File: src/design/ffha_pkg.sv
// shared types and constants of the first fit heap allocator
package ffha_pkg;

	localparam int POOL_BYTES   = 65536;
	localparam int HEADER_BYTES = 32;
	localparam int MAX_BLOCKS   = 64;

	localparam int ADDR_W = $clog2(POOL_BYTES + 1);
	localparam int CMP_W  = (ADDR_W + 1 > 17) ? ADDR_W + 1 : 17;
	localparam int CNT_W  = $clog2(MAX_BLOCKS + 1);
	localparam int PASS_W = $clog2(MAX_BLOCKS);

	localparam logic [ADDR_W-1:0] HDR      = ADDR_W'(HEADER_BYTES);
	localparam logic [ADDR_W-1:0] POOL_TOP = ADDR_W'(POOL_BYTES);
	localparam logic [CNT_W-1:0]  FULL_CNT = CNT_W'(MAX_BLOCKS);

	localparam logic [1:0] OP_ALLOC = 2'd0;
	localparam logic [1:0] OP_FREE  = 2'd1;
	localparam logic [1:0] OP_RESET = 2'd2;

	localparam logic [2:0] ST_OK         = 3'd0;
	localparam logic [2:0] ST_ZERO       = 3'd1;
	localparam logic [2:0] ST_POOL_FULL  = 3'd2;
	localparam logic [2:0] ST_TABLE_FULL = 3'd3;
	localparam logic [2:0] ST_ALREADY    = 3'd4;
	localparam logic [2:0] ST_UNKNOWN    = 3'd5;

	typedef struct packed {
		logic [1:0]  operation;
		logic [15:0] request_bytes;
		logic [15:0] release_offset;
	} cmd_t;

	typedef struct packed {
		logic [2:0]  result_status;
		logic [15:0] granted_offset;
	} res_t;

	// one block record as it sits in a cell
	typedef struct packed {
		logic              valid;
		logic              free;
		logic [ADDR_W-1:0] start;
		logic [ADDR_W-1:0] cap;
	} rec_t;

	typedef struct packed {
		logic shift;
		logic clear;
	} cell_ctl_t;

endpackage

File: src/design/ffha_cell.sv
// one cell of the block record ring
module ffha_cell (
	input  logic                clk,
	input  logic                arst_n,
	input  ffha_pkg::cell_ctl_t ctl,
	input  ffha_pkg::rec_t      rec_in,
	output ffha_pkg::rec_t      rec_out
);

	logic                        valid_q;
	logic                        free_q;
	logic [ffha_pkg::ADDR_W-1:0] start_q;
	logic [ffha_pkg::ADDR_W-1:0] cap_q;

	always_ff @(posedge clk or negedge arst_n) begin
		if (!arst_n) begin
			valid_q <= 1'b0;
		end else if (ctl.clear) begin
			valid_q <= 1'b0;
		end else if (ctl.shift) begin
			valid_q <= rec_in.valid;
		end
	end

	always_ff @(posedge clk) begin
		if (ctl.shift) begin
			free_q  <= rec_in.free;
			start_q <= rec_in.start;
			cap_q   <= rec_in.cap;
		end
	end

	assign rec_out = '{valid: valid_q, free: free_q, start: start_q, cap: cap_q};

endmodule

File: src/design/ffha_ctrl.sv
// sequencer at the head of the ring: scan, split, merge, flush and realign
module ffha_ctrl (
	input  logic                clk,
	input  logic                arst_n,
	input  logic                start,
	output logic                busy,
	input  ffha_pkg::cmd_t      cmd,
	output logic                done,
	output ffha_pkg::res_t      result,
	input  ffha_pkg::rec_t      head,
	output ffha_pkg::rec_t      tail,
	output ffha_pkg::cell_ctl_t ctl
);

	typedef enum logic [2:0] {S_IDLE, S_PASS, S_FINISH, S_FLUSH, S_ALIGN} state_t;

	localparam int AW = ffha_pkg::ADDR_W;
	localparam int CW = ffha_pkg::CMP_W;

	state_t                         state_q;
	logic [1:0]                     op_q;
	logic [AW-1:0]                  size_q;
	logic [CW-1:0]                  need_q;
	logic [15:0]                    off_q;
	logic                           found_q, merging_q;
	logic [2:0]                     status_q;
	logic [15:0]                    granted_q;
	logic [ffha_pkg::CNT_W-1:0]     count_q;
	logic [AW-1:0]                  top_q;
	logic [ffha_pkg::PASS_W-1:0]    pass_q;
	ffha_pkg::rec_t                 q_q [0:1];
	logic [1:0]                     qn_q;
	logic                           done_q;
	ffha_pkg::res_t                 result_q;

	ffha_pkg::rec_t                 ext [0:3];
	ffha_pkg::rec_t                 p0, p1, back;
	logic [1:0]                     en, push_k;
	logic                           back_merge, pop, align_ok, match, fit;
	logic                           found_n, merging_n;
	logic [2:0]                     status_n;
	logic [15:0]                    granted_n;
	logic [ffha_pkg::CNT_W-1:0]     count_n;
	logic [AW-1:0]                  top_n;

	assign back     = (qn_q == 2'd2) ? q_q[1] : q_q[0];
	assign align_ok = (count_q == '0) || (head.valid && head.start == '0);
	assign match    = (CW'(head.start) + CW'(ffha_pkg::HDR)) == CW'(off_q);
	assign fit      = head.free && (CW'(head.cap) > need_q);

	always_comb begin
		ext[0]     = q_q[0];
		ext[1]     = q_q[1];
		ext[2]     = '0;
		ext[3]     = '0;
		en         = qn_q;
		tail       = '0;
		ctl        = '0;
		push_k     = 2'd0;
		p0         = head;
		p1         = head;
		back_merge = 1'b0;
		found_n    = found_q;
		merging_n  = merging_q;
		status_n   = status_q;
		granted_n  = granted_q;
		count_n    = count_q;
		top_n      = top_q;
		case (state_q)
			S_IDLE: begin
				ctl.clear = start && (cmd.operation == ffha_pkg::OP_RESET);
				if (start) begin
					// fresh command: clear the per command flags
					found_n   = 1'b0;
					merging_n = 1'b0;
					status_n  = ffha_pkg::ST_OK;
					granted_n = '0;
					en        = 2'd0;
					if (cmd.operation == ffha_pkg::OP_ALLOC && cmd.request_bytes == '0) begin
						status_n = ffha_pkg::ST_ZERO;
					end
					if (cmd.operation == ffha_pkg::OP_RESET) begin
						count_n = '0;
						top_n   = '0;
					end
				end
			end
			S_PASS: begin
				ctl.shift = 1'b1;
				if (head.valid) begin
					case (op_q)
						ffha_pkg::OP_ALLOC: begin
							if (!found_q && fit) begin
								found_n = 1'b1;
								if (count_q == ffha_pkg::FULL_CNT) begin
									status_n = ffha_pkg::ST_TABLE_FULL;
									push_k   = 2'd1;
								end else begin
									// head part granted, tail part stays free
									p0.free   = 1'b0;
									p0.cap    = size_q;
									p1.free   = 1'b1;
									p1.start  = head.start + AW'(need_q);
									p1.cap    = head.cap - AW'(need_q);
									push_k    = 2'd2;
									count_n   = count_q + 1'b1;
									granted_n = 16'(head.start + ffha_pkg::HDR);
								end
							end else begin
								push_k = 2'd1;
							end
						end
						ffha_pkg::OP_FREE: begin
							if (!found_q && match) begin
								found_n = 1'b1;
								if (head.free) begin
									status_n = ffha_pkg::ST_ALREADY;
									push_k   = 2'd1;
								end else begin
									merging_n = 1'b1;
									p0.free   = 1'b1;
									// fold into a free block just before
									if (qn_q != 2'd0 && back.free) begin
										back_merge = 1'b1;
										count_n    = count_q - 1'b1;
									end else begin
										push_k = 2'd1;
									end
								end
							end else if (merging_q && head.free) begin
								back_merge = 1'b1;
								count_n    = count_q - 1'b1;
							end else begin
								merging_n = 1'b0;
								push_k    = 2'd1;
							end
						end
						default: push_k = 2'd1;
					endcase
				end
			end
			S_FINISH: begin
				merging_n = 1'b0;
				if (!found_q) begin
					if (op_q == ffha_pkg::OP_FREE) begin
						status_n = ffha_pkg::ST_UNKNOWN;
					end else if (need_q > CW'(ffha_pkg::POOL_TOP - top_q)) begin
						status_n = ffha_pkg::ST_POOL_FULL;
					end else if (count_q == ffha_pkg::FULL_CNT) begin
						status_n = ffha_pkg::ST_TABLE_FULL;
					end else begin
						// append a granted block at the top of the pool
						p0.valid  = 1'b1;
						p0.free   = 1'b0;
						p0.start  = top_q;
						p0.cap    = size_q;
						push_k    = 2'd1;
						count_n   = count_q + 1'b1;
						top_n     = top_q + AW'(need_q);
						granted_n = 16'(top_q + ffha_pkg::HDR);
					end
				end
			end
			S_FLUSH: begin
				ctl.shift = 1'b1;
				if (head.valid) begin
					push_k = 2'd1;
				end
			end
			S_ALIGN: begin
				if (!align_ok) begin
					ctl.shift = 1'b1;
					tail      = head;
				end
			end
			default: ;
		endcase

		if (back_merge) begin
			case (en)
				2'd1:    ext[0].cap = ext[0].cap + ffha_pkg::HDR + head.cap;
				2'd2:    ext[1].cap = ext[1].cap + ffha_pkg::HDR + head.cap;
				default: ;
			endcase
		end
		if (push_k != 2'd0) begin
			ext[en] = p0;
			en      = en + 2'd1;
		end
		if (push_k == 2'd2) begin
			ext[en] = p1;
			en      = en + 2'd1;
		end
		// the newest record waits during the scan so a later free can fold into it
		pop = ((state_q == S_PASS) && (en >= 2'd2)) || ((state_q == S_FLUSH) && (en != 2'd0));
		if (pop) begin
			tail   = ext[0];
			ext[0] = ext[1];
			ext[1] = ext[2];
			ext[2] = ext[3];
			en     = en - 2'd1;
		end
	end

	always_ff @(posedge clk or negedge arst_n) begin
		if (!arst_n) begin
			state_q   <= S_IDLE;
			found_q   <= 1'b0;
			merging_q <= 1'b0;
			status_q  <= ffha_pkg::ST_OK;
			granted_q <= '0;
			count_q   <= '0;
			top_q     <= '0;
			pass_q    <= '0;
			qn_q      <= '0;
			done_q    <= 1'b0;
			result_q  <= '0;
		end else begin
			done_q    <= (state_q == S_ALIGN) && align_ok;
			found_q   <= found_n;
			merging_q <= merging_n;
			status_q  <= status_n;
			granted_q <= granted_n;
			count_q   <= count_n;
			top_q     <= top_n;
			qn_q      <= en;
			case (state_q)
				S_IDLE: begin
					if (start) begin
						pass_q <= '0;
						case (cmd.operation)
							ffha_pkg::OP_ALLOC: begin
								if (cmd.request_bytes == '0) begin
									state_q <= S_ALIGN;
								end else begin
									state_q <= S_PASS;
								end
							end
							ffha_pkg::OP_FREE:  state_q <= S_PASS;
							ffha_pkg::OP_RESET: state_q <= S_ALIGN;
							default: state_q <= S_ALIGN;
						endcase
					end
				end
				S_PASS: begin
					pass_q <= pass_q + 1'b1;
					if (pass_q == ffha_pkg::PASS_W'(ffha_pkg::MAX_BLOCKS - 1)) begin
						state_q <= S_FINISH;
					end
				end
				S_FINISH: state_q <= S_FLUSH;
				S_FLUSH: begin
					if (en == 2'd0) begin
						state_q <= S_ALIGN;
					end
				end
				S_ALIGN: begin
					if (align_ok) begin
						result_q.result_status  <= status_q;
						result_q.granted_offset <= (status_q == ffha_pkg::ST_OK) ? granted_q : '0;
						state_q                 <= S_IDLE;
					end
				end
				default: state_q <= S_IDLE;
			endcase
		end
	end

	always_ff @(posedge clk) begin
		q_q[0] <= ext[0];
		q_q[1] <= ext[1];
		if (state_q == S_IDLE && start) begin
			op_q   <= cmd.operation;
			size_q <= AW'(cmd.request_bytes);
			need_q <= CW'(cmd.request_bytes) + CW'(ffha_pkg::HEADER_BYTES);
			off_q  <= cmd.release_offset;
		end
	end

	assign busy   = (state_q != S_IDLE);
	assign done   = done_q;
	assign result = result_q;

endmodule

File: src/design/first_fit_heap_allocator.sv
// first fit heap allocator top level: ring of block record cells and its sequencer
//
// A command word is taken when start is high and busy is low; busy stays high until the
// result word comes out. The result is shown for exactly one cycle with done high and
// must be captured then, since the receiver has no way to hold it. Blocks live in a ring
// of MAX_BLOCKS cells, kept in address order, and every allocate of a nonzero size or free
// rotates the whole ring once past the sequencer: a scan pass over every cell, a step to
// decide on an append at the pool top, a flush that shifts until held records land in
// empty cells, then further shifts to bring the first block back to the head cell, a
// check that sees it there and the done pulse. A zero-size request, a pool reset and the
// unused operation code skip the scan and the flush and go straight to the realign step.
module first_fit_heap_allocator (
	input  logic           clk,
	input  logic           arst_n,
	input  logic           start,
	output logic           busy,
	input  ffha_pkg::cmd_t cmd,
	output logic           done,
	output ffha_pkg::res_t result
);

	// chain[i] is the record held in cell i, cell 0 faces the sequencer
	ffha_pkg::rec_t      chain [0:ffha_pkg::MAX_BLOCKS-1];
	ffha_pkg::rec_t      tail;
	ffha_pkg::cell_ctl_t ctl;

	genvar gi;
	generate
		for (gi = 0; gi < ffha_pkg::MAX_BLOCKS; gi++) begin : g_cell
			if (gi == ffha_pkg::MAX_BLOCKS - 1) begin : g_last
				// sequencer output closes the ring
				ffha_cell u_cell (
					.clk     (clk),
					.arst_n  (arst_n),
					.ctl     (ctl),
					.rec_in  (tail),
					.rec_out (chain[gi])
				);
			end else begin : g_mid
				ffha_cell u_cell (
					.clk     (clk),
					.arst_n  (arst_n),
					.ctl     (ctl),
					.rec_in  (chain[gi+1]),
					.rec_out (chain[gi])
				);
			end
		end
	endgenerate

	// scan, split, merge and realign all happen as records leave cell 0
	ffha_ctrl u_ctrl (
		.clk    (clk),
		.arst_n (arst_n),
		.start  (start),
		.busy   (busy),
		.cmd    (cmd),
		.done   (done),
		.result (result),
		.head   (chain[0]),
		.tail   (tail),
		.ctl    (ctl)
	);

endmodule

File: config.mk
export PLATFORM = sky130hd
export DESIGN_NAME = first_fit_heap_allocator
export DESIGN_NICKNAME = d
export VERILOG_FILES = /design/src/design/ffha_pkg.sv /design/src/design/ffha_cell.sv /design/src/design/ffha_ctrl.sv /design/src/design/first_fit_heap_allocator.sv
export SDC_FILE = /design/constraint.sdc
export NUM_CORES = 2
export LEC_CHECK = 0
export ABC_AREA = 1
export BUFFER_PORTS_ARGS = -buffer_cell sky130_fd_sc_hd__clkbuf_2
export CAP_MARGIN = 10
export CORE_ASPECT_RATIO = 0.9
export CORE_MARGIN = 4
export CORE_UTILIZATION = 35
export CTS_CLUSTER_DIAMETER = 120
export DETAILED_ROUTE_END_ITERATION = 8
export PLACE_DENSITY_LB_ADDON = 0.08
export REMOVE_ABC_BUFFERS = 1
export SETUP_SLACK_MARGIN = 0.15
export SYNTH_ARGS = -nofsm -noshare
export SYNTH_HDL_FRONTEND = slang
export SYNTH_SLANG_ARGS = --single-unit
File: constraint.sdc
create_clock -name clk -period 105.7 [get_ports clk]
set_input_delay 21.14 -clock clk [delete_from_list [all_inputs] [get_ports clk]]
set_output_delay 21.14 -clock clk [all_outputs]
set_load 0.005 [all_outputs]
==> flow_summary.ini <==
[detailed_routing]
drt_iter0_drc = 3764
viasPerCell = 4.74
vias = 40900
drcViolationCount = 0
wl_per_cell_um = 19.2
wirelength_um = 166000
drtAntennaViolNets = 0
first_pass_iters = 6

[placement]
hpwl_um = 94700
placed_cells = 8157
gp_congestion = 0.845
port_buffers = 57

[worst_hold_path]
hold_class = flop to flop
min_from = g_cell[32].g_mid.u_cell.cap_q[12]
min_to = g_cell[31].g_mid.u_cell.cap_q[12]
hold_depth = 0

[worst_setup_path]
arrival_ns = 25.59
end_kind = flop
criticalPathCategory = input pin to flop
crit_required_ns = 106.42
crit_fanout = 49
reg2reg_depth = 14
reg2reg_slack_ns = 98.11
r2r_start = g_cell[0].g_mid.u_cell.start_q[10]
r2r_end = g_cell[15].g_mid.u_cell.cap_q[16]
critPathLaunchType = input pin

[cells_and_area]
final_cells = 8641
fin_util = 0.405
drive_gt1_frac = 0.100
ff_latch_area_um2 = 73600
fillers = 22000
syn2layout_area_growth_pct = 14.9
multi_input_area_um2 = 11300
nets = 5400

[logic_synthesis]
yosys.area.top_type = edfxtp_1
avgSynthCellArea_um2 = 17.5
ys_seq_area_frac = 0.850
synth_edf_count = 2286
synth-async-reset-ratio = 0.0560
syn_area_um2 = 86500
syn_inst = 4935
synth_flop_cell = edfxtp_1
synth_top_area_frac = 0.793
synth_area_leaders = edfxtp_1 79%, dfrtp_1 4.0%, nand2_1 2.8%
synthDistinctLibCells = 58
synth-seq-cells = 2498
yosysWarnings = 0

[sta]
max_slew.worst_pin.slew_ns = 1.18
finalMaxSlewViolations = 0
fin_setup_tns_ns = 0
rsz0062_at_grt = no
fmax_ghz = 0.0402
setup_viol = 0
maxSlewHeadroom = 0.216
fin_skew_ns = 0.0382
period_share = 0.235
min_period_ns = 24.87
finalHoldViolations = 0

[grt]
overflow = 0
antenna_found_initial = 17
grt_usage = 0.127
grt_pass1_wl_um = 253000
grt_max_degree = 183
grt_pass1_vias = 40200

[run]
cap_violations = 0

[clock_tree]
clk_pin_slew_ns = 0.06
cts_tree = built
clockBufferDepth = 4
cts_sinks = 2498
cts_root_buf = clkbuf_16
cts_resized = 0
post_cts_buffers = 0
cts_buffers = 274
htreeDepth = 5
clock_latency_ns = 0.84
hold_buffers = 0

[die]
die_x_um = 532
die_h_um = 480
core_um2 = 245000
num_io_pins = 58
initial_utilization = 0.353
dieArea_um2 = 255000
rows = 172

[pwr]
powerDensity_nw_per_um2 = 33.5
peakVddDrop_uv = 33.1
p_leak_nw = 33.3

[outcome]
status = finished, final reports clean
## synth_stat cells, drive strengths merged, types with 3 or more instances
cell,instances
o22ai,114
a21oi,191
dfrtp,140
mux2i,16
o31ai,14
a21boi,7
nand2,666
inv,313
clkbuf,65
o21ai,282
buf,43
a22oi,20
a211oi,14
a31oi,13
nor4,10
nor2,195
dfxtp,72
o2111ai,4
edfxtp,2286
nand3b,3
ha,143
a21o,4
xnor2,31
nor3,32
clkinv,3
fa,5
nand3,125
xor2,60
a22o,3
o211ai,16
nand4,23
o21bai,9
## cell type report
type                    instances  share of cell area
well taps                    3219              0.0405
repair buffers                112             0.00753
clock inverters               141              0.0126
flip-flops and latches       2498               0.740
multi-input cells            2013               0.114
diodes                          5            0.000126
clock buffers                 337              0.0728
inverters                     316              0.0120
## stage by stage
step	instance area (um2)	hold WS [ns]	total power [mW]	worst slack, ns
after global routing	99400	0.396	3.53	80.60
after global placement	90900	0.400	2.44	80.11
final	99400	0.393	3.33	80.83
after floorplan	86000	0.400	3.54	26.31
after detailed placement	90900	0.405	2.44	80.02
after CTS	99400	0.397	3.39	80.91
## placed cells by master, fill, tap and decap left out, drive strengths merged, types with 16 or more instances in the layout
cell type	n
edfxtp	2286
buf	55
a22oi	20
clkbuf	394
inv	321
xnor2	31
mux2i	16
dfrtp	140
o21ai	282
nor3	32
clkinv	113
bufinv	16
dfxtp	72
o22ai	114
o211ai	16
ha	143
nand2	666
nand4	23
xor2	60
nor2	195
a21oi	191
nand3	125
## cells by family (layout without fill, tap and decap cells)
family          Yosys count  count (layout)  synth area share
other cells               0               5                 0
simple gates           1056            1056            0.0516
buf+inv                 424             906            0.0193
xor+xnor                 91              91           0.00921
mux                      16              16           0.00185
compound gates          702             702            0.0457
flops                  2498            2498             0.850
fa+ha+maj               148             148            0.0218
## registers in the layout, indices dropped and copies added (netlist names), 19 cells and up
signal                       count
g_cell.g_mid.u_cell.cap_q     1071
g_cell.g_mid.u_cell.free_q      63
g_cell.g_mid.u_cell.start_q   1071
g_cell.g_mid.u_cell.valid_q     63
u_ctrl.q_q                      72
u_ctrl.result                   19
## power breakdown
group	leakage (nW)	internal (mW)	switching (mW)	total, mW
registers	22.3	1.66	0.113	1.77
clock network	4.14	0.528	0.382	0.910
logic	6.81	0.143	0.504	0.647
## worst max path at each step
stage	startpoint	depth (start not counted)	end	slack (ns)
after floorplan	u_ctrl.count_q[0]	12	g_cell[0].g_mid.u_cell.valid_q	26.31
after global placement	start	19	u_ctrl.q_q[0][54]	80.11
after detailed placement	start	17	u_ctrl.q_q[0][41]	80.02
after CTS	start	17	u_ctrl.q_q[0][41]	80.91
after global routing	start	19	u_ctrl.q_q[0][55]	80.60
final	start	17	u_ctrl.q_q[0][45]	80.83
## per-layer routing
| layer | vias to the layer above | global-route usage | part of all wire |
|---|---|---|---|
| li1 | 18900 | - | - |
| met1 | 20700 | 0.199 | 0.51 |
| met2 | 956 | 0.175 | 0.41 |
| met3 | 359 | 0.0259 | 0.052 |
| met4 | 0 | 0.0442 | 0.032 |
| met5 | - | 0 | 0 |
## critical path, cell delays in order
cell and delay [ns]:
clkbuf_2 0.10, inv_1 0.06, nor2_4 0.09, buf_4 0.61, inv_1 0.35, nand2_1 0.24
ha_1 0.26, inv_1 0.06, nand2_2 0.06, nand2_1 0.16, inv_1 0.07, ha_1 0.22
nand2_1 0.39, nand3_2 0.62, inv_2 0.72, a22oi_1 0.16, o21ai_0 0.19
No activity file was read; power rests on OpenSTA's default activity.
